--- config.mk ---
export PLATFORM = sky130hd
export DESIGN_NAME = tprq_cell
export DESIGN_NICKNAME = d
export VERILOG_FILES = /design/src/sv/tprq_pkg.sv /design/src/sv/tprq_cell.sv
export SDC_FILE = /design/constraint.sdc
export NUM_CORES = 1
export LEC_CHECK = 0
export ABC_AREA = 1
export BUFFER_PORTS_ARGS = -buffer_cell sky130_fd_sc_hd__buf_2
export CORE_AREA = 8 8 188 190
export CTS_CLUSTER_SIZE = 20
export DETAILED_ROUTE_END_ITERATION = 8
export DIE_AREA = 0 0 196 198
export GPL_ROUTABILITY_DRIVEN = 0
export PLACE_DENSITY = 0.68
export SLEW_MARGIN = 20
export SYNTH_ARGS = -nofsm -noshare
export SYNTH_HDL_FRONTEND = slang
export SYNTH_SLANG_ARGS = --single-unit
--- constraint.sdc ---
create_clock -name clk -period 2.32 [get_ports clk]
set_input_delay 0.116 -clock clk [delete_from_list [all_inputs] [get_ports clk]]
set_output_delay 0.116 -clock clk [all_outputs]
set_load 0.02 [all_outputs]
--- src/sv/tprq_pkg.sv ---
// package: shared types and constants of the transmit priority queue
package tprq_pkg;
	localparam int QueueDepthDef = 16;
	localparam int NodeCountDef  = 16;

	localparam logic [2:0] FUNC_ADD    = 3'd0;
	localparam logic [2:0] FUNC_GET    = 3'd1;
	localparam logic [2:0] FUNC_MARK   = 3'd2;
	localparam logic [2:0] FUNC_REMOVE = 3'd3;
	localparam logic [2:0] FUNC_CLEAR  = 3'd4;

	localparam logic [3:0] DEST_MASK = 4'h0F;

	// one stored descriptor
	typedef struct packed {
		logic        valid;
		logic [2:0]  prio;
		logic [3:0]  dest;
		logic [7:0]  number;
		logic        number_set;
		logic [7:0]  sent_count;
		logic [31:0] sent_time;
		logic [31:0] timeout;
		logic [7:0]  retry_limit;
		logic        qos;
		logic [7:0]  tag;
	} entry_t;

	// per-cell control from the sequencer
	typedef struct packed {
		logic        insert;   // insert phase active
		logic        remove;   // shift-up phase active
		logic        mark;     // at-least-once mark
		logic        number;   // assign number to selected cell
		logic        clear;
		logic [31:0] now;
		logic [7:0]  num_val;
	} cell_ctrl_t;

	// per-cell status toward the sequencer
	typedef struct packed {
		logic valid;
		logic ge_prio;   // stored priority >= requested
		logic expired;   // timeout elapsed
		logic spent;     // sent count above limit
		logic sent;      // sent count non-zero
		logic match;     // numbered entry with dest/number match
	} cell_stat_t;
endpackage

--- src/sv/tprq_cell.sv ---
// cell: one queue slot, shifts toward its neighbors on insert and removal
module tprq_cell (
	input  logic                  clk,
	input  logic                  arst_n,
	input  tprq_pkg::cell_ctrl_t  ctrl,
	input  logic                  sel,        // this cell is the target
	input  logic                  take_prev,  // insert: take the entry above
	input  logic                  take_next,  // removal: take the entry below
	input  tprq_pkg::entry_t      new_entry,
	input  tprq_pkg::entry_t      prev_entry,
	input  tprq_pkg::entry_t      next_entry,
	input  logic [2:0]            req_prio,
	input  logic [3:0]            req_dest,
	input  logic [7:0]            req_number,
	output tprq_pkg::entry_t      entry,
	output tprq_pkg::cell_stat_t  stat
);
	import tprq_pkg::*;

	// payload bits of an entry, everything below the valid flag
	localparam int PW = $bits(entry_t) - 1;

	logic          valid_q;
	logic [PW-1:0] pay_q;
	entry_t        cur;
	entry_t        nxt;
	logic [31:0]   age;

	assign cur   = {valid_q, pay_q};
	assign entry = cur;
	assign age   = ctrl.now - cur.sent_time;

	// status compares
	always_comb begin
		stat.valid   = cur.valid;
		stat.ge_prio = cur.prio >= req_prio;
		stat.expired = age >= cur.timeout;
		stat.spent   = cur.sent_count > cur.retry_limit;
		stat.sent    = cur.sent_count != 8'd0;
		stat.match   = cur.valid && cur.number_set && cur.number == req_number
			&& cur.dest == req_dest;
	end

	// next slot contents
	always_comb begin
		nxt = cur;
		if (ctrl.insert && sel) begin
			nxt = new_entry;
		end else if (ctrl.insert && take_prev) begin
			nxt = prev_entry;
		end else if (ctrl.remove && take_next) begin
			nxt = next_entry;
		end else if (ctrl.mark && sel) begin
			if (cur.sent_count != 8'hFF) begin
				nxt.sent_count = cur.sent_count + 8'd1;
			end
			nxt.sent_time = ctrl.now;
		end else if (ctrl.number && sel) begin
			nxt.number     = ctrl.num_val;
			nxt.number_set = 1'b1;
		end
		if (ctrl.clear) begin
			nxt.valid = 1'b0;
		end
	end

	// payload fields
	always_ff @(posedge clk) begin
		pay_q <= nxt[PW-1:0];
	end

	// valid bit
	always_ff @(posedge clk or negedge arst_n) begin
		if (!arst_n) begin
			valid_q <= 1'b0;
		end else begin
			valid_q <= nxt.valid;
		end
	end
endmodule

* Yosys cells after proc, flatten, opt, wreduce, memory -nomap -nowiden
Index checks and enable logic that the tools add are counted.
** Word-level totals
- Register bits :: 106
- Input port bits :: 383
** Operators by class
- Add/subtract/negate cells :: 2
- $lt $le $gt $ge :: 3
- Eq/ne operators :: 4
- Mux-type cells :: 10
- Reductions and logical operators :: 16
** Operators with widths (number)
- 106-bit 2-to-1 mux :: 2
- 49-bit 2-to-1 mux :: 2
- 40-bit 2-to-1 mux :: 1
- 32-bit greater-or-equal comparator :: 1
- 32-bit subtractor :: 1
- 9-bit 2-to-1 mux :: 2
- 8-bit 2-to-1 mux :: 2
- 4-bit nonzero test :: 4
- 8-bit by 1-bit adder with 8-bit output, second input constant :: 1
- 8-bit == test :: 1
- 8-bit > comparator :: 1
- 1-bit logical AND :: 8
- 8-bit inequality test, second input constant :: 1
- 8-bit nonzero test :: 1
- 4-bit == test :: 1
- 4-bit inequality test, second input constant :: 1
- 2-bit AND reduction :: 2
- 3-bit greater-or-equal comparator :: 1
- 3-bit nonzero test :: 1
- 1-bit 2-to-1 mux :: 1

* Longest topological paths before layout
Gate-level depths: netlist (run 1).
- Depth after elaboration :: 7
- Gate-level depth with buffers :: 21
- Gate-level depth less buffers :: 21

* Worst setup path after synthesis (run 1)
Ideal clock, no wire load.
- Path kind :: input to register
- Start :: input port sel
- End :: register pay_q[49] (enable)
- Library setup time :: 0.387 ns
- Arrival time :: 2.453 ns
- Path slack :: -0.520 ns
- Stages :: 6
- Cell sequence :: nand2_2 > inv_2 > nor2_4 > nand2_1 > a21oi_1 > inv_1
** On the way
- Word-level cells in the longest chain between the ends :: 2
** RTL lines
- start: declaration :: line tprq_cell.sv:6 : input logic sel,
- 1-bit logical AND (on tied branches) :: line tprq_cell.sv:47, tprq_cell.sv:53
- 4-bit nonzero test (no line) *
- end signal: assignment :: line tprq_cell.sv:69 : pay_q <= nxt[PW-1:0];
- end: declaration :: line tprq_cell.sv:24 : logic [PW-1:0] pay_q;
Every way passes the cells marked *; elsewhere a longest branch is shown, timed or not.
A chain may end at the register's enable or synchronous reset.

==> flow_metrics.py, run 1 <==
metrics = {
    "cts": {
        "clk_pin_slew_ps": 80,
        "cts-buffers-inserted": 9,
        "h-tree-depth": 3,
        "clock_path_buffers": 2,
        "root_buffer": "clkbuf_16",
        "cts_tree": "yes",
        "numClockSinks": 106,
        "clk_latency_ps": 370,
    },
    "synthesis": {
        "synthCells": 1340,
        "synth_top_cell_by_area": "edfxtp_1",
        "synth_top_area_share_pct": 33.6,
        "yosys_warnings": 0,
        "synth_nets": 1800,
        "synthTopCellsByArea": "edfxtp_1 34%, nand2_1 15%, ha_1 10%",
        "syn_area_sq_um": 9380,
        "synth-edff-count": 105,
        "ys.flop_type": "edfxtp_1",
        "yosysSeqAreaShare_pct": 33.9,
        "synthArstFlopShare_pct": 0.943,
        "avgSynthCellArea_sq_um": 7.00,
        "yosys.cell_types.count": 38,
        "ys_ff_latch": 106,
    },
    "final_layout": {
        "final_core_util_pct": 42.0,
        "drive_gt1_share_pct": 36.1,
        "synthToLayoutAreaGrowth_pct": 44.4,
        "nets": 2350,
        "num-fill-cells": 3326,
        "final_cell_area_sq_um": 13500,
        "stdcell_count": 2314,
    },
    "floorplanning": {
        "core_sq_um": 32200,
        "die_y_um": 198,
        "die_w_um": 196,
        "initial_core_util_pct": 29.1,
        "num_rows": 66,
        "io_pins": 495,
        "dieArea_sq_um": 38800,
    },
    "pwr": {
        "leakage_nw": 7.21,
        "swShare_pct": 42.1,
        "combPwrFrac_pct": 51.9,
        "power_density_nw_per_um2": 648,
        "clock_power_share_pct": 17.4,
        "power.internal_mw": 5.08,
        "ir_drop_v": 0.000419,
        "p_seq_share_pct": 30.7,
        "p_switching_mw": 3.69,
    },
    "outcome": {
        "outcome": "complete, but fails checks",
        "violations": "negative setup slack",
    },
    "grt": {
        "grt_use_total_pct": 22.0,
        "grt-ovfl-total": 0,
        "grt_max_degree": 116,
        "grt_pass1_wl_um": 65500,
        "grt_pass1_vias": 11300,
        "antenna_found_initial": 23,
    },
    "setup_path": {
        "crit_required_ps": 2200,
        "path_class": "register to output pin",
        "critPathCaptureType": "output pin",
        "cp-start-kind": "register",
        "cp_max_fo": 4,
        "cp.arrival_ps": 3070,
    },
    "sta": {
        "fin_crit_sh_pct": 137,
        "slew_viol_final": 0,
        "setup_slack_ps": -868,
        "finClkSkew_ps": 5.00,
        "hold_viol": 0,
        "tightest_slew_ps": 723,
        "slew_headroom_pct": 51.8,
        "rsz0062_at_grt": "yes",
        "layout_min_cycle_time_ps": 3190,
        "clock.fmax_mhz": 314,
        "finalSetupViolations": 1,
    },
    "run": {
        "cap_violations": 0,
    },
    "hold_path": {
        "min_path_type": "input pin to register",
    },
    "place": {
        "pre_cts_slack_ps": -516,
        "io_buffers": 494,
        "placed_cells": 2280,
        "placed_area_sq_um": 12800,
        "dp_hpwl_um": 37400,
    },
    "detailed_routing": {
        "drtAntennaViolNets": 0,
        "drt_iter0_markers": 952,
        "first_pass_iters": 6,
        "vias": 11400,
        "viasPerCell": 4.91,
        "avgRoutedWirePerCell_um": 19.3,
        "route.detailed.drc": 0,
        "drt-total-wl_um": 44700,
    },
}
## cells in the mapped netlist, types with 2 or more instances
| library cell | number |
|---|---|
| o21ai_0 | 62 |
| a21oi_1 | 44 |
| xnor2_1 | 4 |
| clkbuf_1 | 22 |
| nand2_1 | 378 |
| buf_4 | 7 |
| edfxtp_1 | 105 |
| a22oi_1 | 48 |
| o22ai_1 | 3 |
| nand3_1 | 35 |
| buf_1 | 3 |
| o21bai_1 | 3 |
| nor3_1 | 13 |
| xor2_1 | 22 |
| nor2_1 | 150 |
| o21ai_1 | 41 |
| ha_1 | 76 |
| o211ai_1 | 3 |
| buf_2 | 18 |
| a31oi_1 | 57 |
| inv_2 | 2 |
| inv_1 | 209 |
| nand2_2 | 10 |
| a22o_1 | 3 |
| nand4_1 | 9 |
## registers in the layout (all words and copies together) (netlist names)
| register | flops |
|---|---|
| valid_q | 1 |
| pay_q | 105 |
## power groups by stage
stage	combinational (mW)	clock, mW	sequential, mW
floorplan	2.10	0	3.05
global placement	4.17	0	2.72
detailed placement	4.25	0	2.74
CTS	4.36	1.59	2.69
global route	5.04	1.65	2.73
finish	4.55	1.53	2.69
## logic make-up after synthesis
logic type | share of synthesized area [%]
simple gates | 25.5
flops | 33.9
xor+xnor | 2.43
fa+ha+maj | 10.4
buf+inv | 11.1
compound gates | 16.8
## final timing paths
check,startpoint,to,slack (ps),cells after the start
hold / removal,prev_entry[83],pay_q[83],50,3
max in group asynchronous,arst_n,valid_q,2160,2
setup / recovery,pay_q[49],stat[3],-870,19
min in group asynchronous,arst_n,valid_q,70,2
hold reg to reg,valid_q,valid_q,790,3
setup reg to reg,pay_q[81],pay_q[87],570,6
## placed cells by master (no fill, tap or decap), drive strengths merged, types with 22 or more instances in the layout
master,n
edfxtp,105
nor2,152
nand2,388
ha,76
nand3,36
buf,588
xor2,22
o21ai,103
inv,211
a21oi,45
a22oi,48
a31oi,57
## timing repair
action                                 in CTS  in global routing
pin swaps                                   1                 15
setup buffers                               3                  2
gates resized for setup                    18                 55
endpoints found under the hold margin       2                  0
setup endpoints to repair                   1                  1
hold buffers                                2                  0
## through the flow
step	hold WS [ps]	power, mW	setup TNS (ps)
detailed placement	-105	6.99	-516
floorplan	-180	5.15	-257
finish	50.5	8.77	-868
global route	39.9	9.42	-1030
global placement	-105	6.89	-440
CTS	17.0	8.65	-834
## area by class of cell
class                   count  area, sq um  share of cell area [%]
repair buffers            590         3230                    23.9
clock inverters             6         50.0                   0.370
inverters                 211          792                    5.85
diodes                     11         27.5                   0.203
clock buffers              10          229                    1.69
multi-input cells         972         5520                    40.8
flip-flops and latches    106         3180                    23.5
well taps                 408          510                    3.77
## metal layers
metal	part of all wire, %	vias to the layer above	GRT usage [%]
li1	-	5535	-
met1	38	5127	25.3
met2	50	587	38.8
met3	9.3	94	6.45
met4	2.5	18	7.16
met5	0.26	-	0
## worst max-delay path, stage by stage, from the launching register on
cell,delay [ps]
edfxtp_1,350
ha_2,180
inv_2,40
fa_2,420
nand3_2,100
nand3_2,80
nand2_2,90
nand2_2,60
buf_4,150
nand2_1,60
nand2_1,60
xor2_1,160
ha_1,200
a21oi_2,120
o21ai_1,80
nand2_1,60
nand3_1,80
a21oi_2,170
nand2_2,90
buf_6,140
Power figures use the tool's default switching activity.
==> run 2, diff against run 1 <==
==> constraint.sdc (replaced) <==
create_clock -name clk -period 2.32 [get_ports clk]
set_input_delay 0.116 -clock clk [delete_from_list [all_inputs] [get_ports clk]]
set_output_delay 0.116 -clock clk [all_outputs]
set_load 0.1 [all_outputs]
==> run 2 against run 1 <==
  * The run still ends with negative setup slack left
  * Global-route usage about the same
  * Total power up 26%
  * Sequential power about the same
  * Setup slack worse by 26 ps
==> flow_metrics.py, run 2 (synthesis results as in run 1) <==
metrics = {
    "setup_path": {
        "crit_required_ps": 2200,
        "reg2reg_slack_ps": 300,
        "r2r_cells": 5,
        "critPathCaptureType": "output pin",
        "path_class": "register to output pin",
        "cp_max_fo": 4,
        "cp-start-kind": "register",
        "cp.arrival_ps": 3100,
        "r2r_end": "pay_q[88]",
        "rr_startpoint": "pay_q[81]",
    },
    "final_layout": {
        "num-fill-cells": 3317,
        "reg.largest.list": "pay_q: 105 flops, valid_q: 1 flops",
        "mostFrequentLayoutCells": "491 x buf_2, 349 x nand2_1, 205 x inv_1",
        "largest_reg_flops": 105,
        "drive_gt1_share_pct": 37.9,
        "layout_commonest_cell": "buf_2",
        "regMostFlops": "pay_q",
        "nets": 2356,
        "stdcell_count": 2316,
        "synthToLayoutAreaGrowth_pct": 47.1,
    },
    "detailed_routing": {
        "viasPerCell": 4.92,
        "avgRoutedWirePerCell_um": 19.3,
        "drtAntennaViolNets": 0,
        "route.detailed.drc": 0,
        "drt_iter0_markers": 734,
        "first_pass_iters": 5,
        "drt-total-wl_um": 44700,
        "vias": 11400,
    },
    "floorplanning": {
        "initial_core_util_pct": 29.1,
        "core_sq_um": 32200,
        "io_pins": 495,
        "num_rows": 66,
        "dieArea_sq_um": 38800,
        "die_y_um": 198,
        "die_w_um": 196,
    },
    "cts": {
        "numClockSinks": 106,
        "clock_path_buffers": 2,
        "cts-buffers-inserted": 9,
        "clk_latency_ps": 370,
        "root_buffer": "clkbuf_16",
        "cts_tree": "yes",
        "h-tree-depth": 3,
        "clk_pin_slew_ps": 70,
    },
    "sta": {
        "layout_min_cycle_time_ps": 3210,
        "finalSetupViolations": 1,
        "setup_slack_ps": -894,
        "clock.fmax_mhz": 311,
        "hold_viol": 0,
        "hold_slack_ps": 47.1,
        "slew_viol_final": 0,
        "rsz0062_at_grt": "yes",
        "tightest_slew_ps": 697,
        "slew_headroom_pct": 53.5,
        "finClkSkew_ps": 2.39,
        "fin_crit_sh_pct": 139,
    },
    "outcome": {
        "outcome": "complete, but fails checks",
        "violations": "negative setup slack",
    },
    "grt": {
        "grt_pass1_vias": 11200,
        "grt_pass1_wl_um": 65400,
        "grt_max_degree": 116,
        "grt-ovfl-total": 0,
        "grt_use_total_pct": 22.0,
        "antenna_found_initial": 19,
    },
    "run": {
        "cap_violations": 0,
    },
    "place": {
        "dp_hpwl_um": 37200,
        "placed_cells": 2285,
        "io_buffers": 494,
    },
    "pwr": {
        "power_density_nw_per_um2": 798,
        "leakage_nw": 7.29,
        "ir_drop_v": 0.000471,
    },
    "hold_path": {
        "min_path_type": "input pin to async pin",
    },
}
==> run 2: changes by cell type in the layout (fill, tap and decap cells not counted), sizes merged <==
cell and change:
buf +6, bufinv +1, clkbuf +2, clkinv -2
diode -4, inv -1
==> run 2: routing by layer <==
metal | part of all wire, % | GRT usage [%] | vias to the layer above
met5 | 0.19 | 0 | -
met4 | 2.4 | 6.68 | 12
met3 | 8.6 | 6.01 | 80
met2 | 50 | 39.2 | 532
met1 | 39 | 25.3 | 5228
li1 | - | - | 5533
==> run 2: layout make-up <==
type	count	area (sq um)	area share (%)
multi-input cells	972	5690	41.2
repair buffers	596	3300	23.9
flip-flops and latches	106	3180	23.0
inverters	211	792	5.74
well taps	408	510	3.70
clock buffers	12	256	1.86
clock inverters	4	51.3	0.372
diodes	7	17.5	0.127
==> run 2: critical path: stages, from the launching register on <==
cell,delay (ps)
edfxtp_1,370
ha_2,190
inv_2,40
fa_2,380
nand3_2,100
nand3_2,70
nand2_2,70
nand2_2,60
nand2_2,80
nand2_4,80
nand2_2,90
nand2_1,50
nand2_1,50
nand2_1,60
ha_1,270
nand2_1,40
nor2_1,130
nand4_1,130
nor2_2,110
nand2_2,100
nand2_8,70
buf_12,160
==> run 2: what timing repair did <==
action	in CTS	in global routing
hold buffers	2	0
setup buffers	1	5
setup endpoints to repair	2	2
pin swaps	10	28
hold endpoints to repair	2	0
resized for setup	22	73
==> run 2: power breakdown <==
part	switching, mW	leakage, nW	internal [mW]
clock	0.750	0.149	0.897
sequential	0.207	1.07	2.48
combinational	4.71	6.08	1.97
total	5.67	7.29	5.35
==> run 2: through the flow <==
step                      utilization [%]  power (mW)  cell area, sq um  TNS (ps)  setup slack, ps
after detailed placement             40.3        9.00             13000      -636             -636
after floorplan                         -        7.12              9450     -1640            -1010
final                                42.8        11.0             13800      -894             -894
after global routing                 42.8        11.6             13800     -1090            -1090
after CTS                            41.5        10.8             13400      -987             -987
after global placement               40.3        8.90             13000      -605             -605
==> run 2: worst max path at each step <==
stage	startpoint	endpoint	slack (ps)	depth (start not counted)
2_1_floorplan	pay_q[49]	stat[3]	-1010	20
3_3_place_gp	pay_q[66]	stat[3]	-610	17
3_5_place_dp	pay_q[54]	stat[3]	-640	20
4_1_cts	pay_q[53]	stat[3]	-990	20
5_1_grt	pay_q[69]	stat[3]	-1090	19
6_report	pay_q[49]	stat[3]	-890	21
==> run 3, diff against run 2 <==
--- a/config.mk
+++ b/config.mk
@@ -7,12 +7,13 @@
 export LEC_CHECK = 0
 export ABC_AREA = 1
 export BUFFER_PORTS_ARGS = -buffer_cell sky130_fd_sc_hd__buf_2
-export CORE_AREA = 8 8 188 190
+export CORE_AREA = 2 2 193 195
 export CTS_CLUSTER_SIZE = 20
 export DETAILED_ROUTE_END_ITERATION = 8
-export DIE_AREA = 0 0 196 198
+export DIE_AREA = 0 0 195 197
 export GPL_ROUTABILITY_DRIVEN = 0
-export PLACE_DENSITY = 0.68
+export PLACE_DENSITY = 0.63
+export RECOVER_POWER = 50
 export SLEW_MARGIN = 20
 export SYNTH_ARGS = -nofsm -noshare
 export SYNTH_HDL_FRONTEND = slang
==> run 3 against run 2 <==
  * The run still ends with negative setup slack left
  * Critical path depth is the same
  * Setup slack improved by 29 ps
  * Fmax rose by 0.91%
  * Sequential share of layout area fell by 0.52 points
  * Total power up 1.6%
  * Worst hold slack got worse by 5.3 ps
  * Highest routed layer unchanged
  * Die area shrank 1.0%
  * Combinational power up 3%
  * Cell area is 2.3% higher
  * Via count is 1.1% lower
==> flow_metrics.py, run 3 (synthesis results as in run 1) <==
metrics = {
    "setup_path": {
        "r2r_cells": 6,
        "r2r_end": "pay_q[87]",
        "cp-start-kind": "register",
        "crit_required_ps": 2200,
        "critPathCaptureType": "output pin",
        "path_class": "register to output pin",
        "crit_chain": "ha_2 -> inv_2 -> fa_2 -> nand3_2 -> nand3_2 -> nand2_1 -> nand2_2 -> nand2_2 -> nand2_4 -> nand2_2 -> nand2_1 -> nand2_1 -> nand2_1 -> ha_1 -> nand2_1 -> nor2_4 -> nand4_1 -> nor2_4 -> nand2_4 -> nand2_8 -> buf_12",
        "cp_common_cell": "nand2_1",
        "cp_slowest_cell": "fa_2",
        "cp_max_fo": 4,
        "rr_startpoint": "pay_q[81]",
        "reg2reg_slack_ps": 640,
        "cp.arrival_ps": 3070,
        "slowest_delay_ps": 390,
    },
    "final_layout": {
        "reg.largest.list": "pay_q: 105 flops, valid_q: 1 flops",
        "stdcell_count": 2393,
        "drive_gt1_share_pct": 38.4,
        "nets": 2372,
        "regMostFlops": "pay_q",
        "layout_commonest_cell": "buf_2",
        "final_core_util_pct": 38.9,
        "largest_reg_flops": 105,
        "num-fill-cells": 3848,
        "mostFrequentLayoutCells": "461 x buf_2, 340 x nand2_1, 197 x inv_1",
        "synthToLayoutAreaGrowth_pct": 50.5,
    },
    "floorplanning": {
        "die_y_um": 197,
        "initial_core_util_pct": 25.9,
        "dieArea_sq_um": 38400,
        "num_rows": 70,
        "io_pins": 495,
        "core_sq_um": 36300,
        "die_w_um": 195,
    },
    "sta": {
        "finalSetupViolations": 1,
        "fin_setup_tns_ps": -865,
        "setup_slack_ps": -865,
        "tightest_slew_ps": 1320,
        "slew_headroom_pct": 12.1,
        "layout_min_cycle_time_ps": 3180,
        "hold_viol": 0,
        "slew_viol_final": 0,
        "rsz0062_at_grt": "yes",
        "fin_crit_sh_pct": 137,
        "finClkSkew_ps": 1.36,
        "clock.fmax_mhz": 314,
    },
    "detailed_routing": {
        "drt-total-wl_um": 42600,
        "vias": 11300,
        "viasPerCell": 4.70,
        "first_pass_iters": 5,
        "drtAntennaViolNets": 0,
        "route.detailed.drc": 0,
        "avgRoutedWirePerCell_um": 17.8,
        "drt_iter0_markers": 691,
    },
    "cts": {
        "numClockSinks": 106,
        "clk_latency_ps": 380,
        "h-tree-depth": 3,
        "cts-buffers-inserted": 9,
        "root_buffer": "clkbuf_16",
        "clock_path_buffers": 2,
        "cts_tree": "yes",
        "clk_pin_slew_ps": 80,
    },
    "grt": {
        "antenna_found_initial": 10,
        "grt_use_total_pct": 21.4,
        "grt_max_degree": 64,
        "grt-ovfl-total": 0,
        "grt_pass1_wl_um": 62200,
        "grt_pass1_vias": 11000,
    },
    "pwr": {
        "power.internal_mw": 5.38,
        "p_switching_mw": 5.81,
        "p_seq_share_pct": 24.0,
        "leakage_nw": 7.29,
        "ir_drop_v": 0.000382,
        "power_density_nw_per_um2": 793,
        "combPwrFrac_pct": 61.2,
        "swShare_pct": 51.9,
        "clock_power_share_pct": 14.8,
    },
    "place": {
        "io_buffers": 494,
        "dp_hpwl_um": 35400,
        "placed_cells": 2357,
    },
    "outcome": {
        "violations": "negative setup slack",
        "outcome": "complete, but fails checks",
    },
    "hold_path": {
        "hold_depth": 3,
        "whs_endpoint": "pay_q[87]",
        "min_path_type": "input pin to register",
        "hold_path.startpoint": "prev_entry[87]",
    },
    "run": {
        "cap_violations": 0,
    },
}
run 3: cell count changes in the layout (fill, tap and decap cells not counted), moves of 6 or more:
cell      change
clkbuf_1     +31
buf_2        -30
o21ai_0      +11
o21ai_1      -11
buf_4        +10
nand2_1       -9
ha_1          -8
inv_1         -8
inv_2         +7
ha_4          +6
nand2_4       +6
run 3: through the flow:
step / worst slack [ps] / power, mW / instance area (sq um) / hold WS [ps]
finish: -865 / 11.2 / 14100 / 41.8
global route: -1040 / 11.9 / 14100 / 36.9
CTS: -899 / 11.0 / 13700 / 10.6
detailed placement: -599 / 9.03 / 13100 / -107
global placement: -558 / 8.97 / 13100 / -107
floorplan: -1010 / 7.12 / 9450 / -180
run 3: worst max-delay path: cells and delay by family, from the launching register on:
kind | cells | cell delay, ps
simple gates | 16 | 1270
fa+ha+maj | 3 | 830
flops | 1 | 370
buf+inv | 2 | 200
run 3: power by group through the flow:
stage          registers [mW]  clock network (mW)  logic, mW
3_5_place_dp             2.73                   0       6.31
3_3_place_gp             2.72                   0       6.26
6_report                 2.69                1.66       6.85
5_1_grt                  2.73                1.78       7.35
2_1_floorplan            4.79                   0       2.32
4_1_cts                  2.68                1.74       6.54
run 3: worst max path at each step:
stage                    to       from  slack [ps]  cells after the start
detailed placement  stat[3]  pay_q[57]        -600                     20
floorplan           stat[3]  pay_q[49]       -1010                     20
finish              stat[3]  pay_q[49]        -860                     21
global route        stat[3]  pay_q[59]       -1040                     18
CTS                 stat[3]  pay_q[49]        -900                     21
global placement    stat[3]  pay_q[60]        -560                     18
run 3: area by class of cell:
cell class	instances	area (sq um)	share of cell area (%)
antenna	8	20.0	0.142
clock buffer	10	229	1.62
clock inverter	6	70.1	0.496
inverter	211	792	5.61
multi-input combinational	972	5890	41.7
sequential	106	3180	22.5
tap	468	586	4.15
timing repair buffer	612	3350	23.7
run 3: metal layers:
metal	global-route usage (%)	part of all wire, %	vias to the layer above
li1	-	-	5563
met1	26.0	41	5119
met2	37.3	48	499
met3	4.81	7.3	69
met4	7.52	3.0	6
met5	0	0.10	-
run 3: repair_timing:
action,4_1_cts,5_1_grt
setup buffers,4,5
setup endpoints to repair,1,2
pin swaps,15,31
hold buffers,3,0
endpoints found under the hold margin,2,0
resized for setup,52,97
cloned,0,0
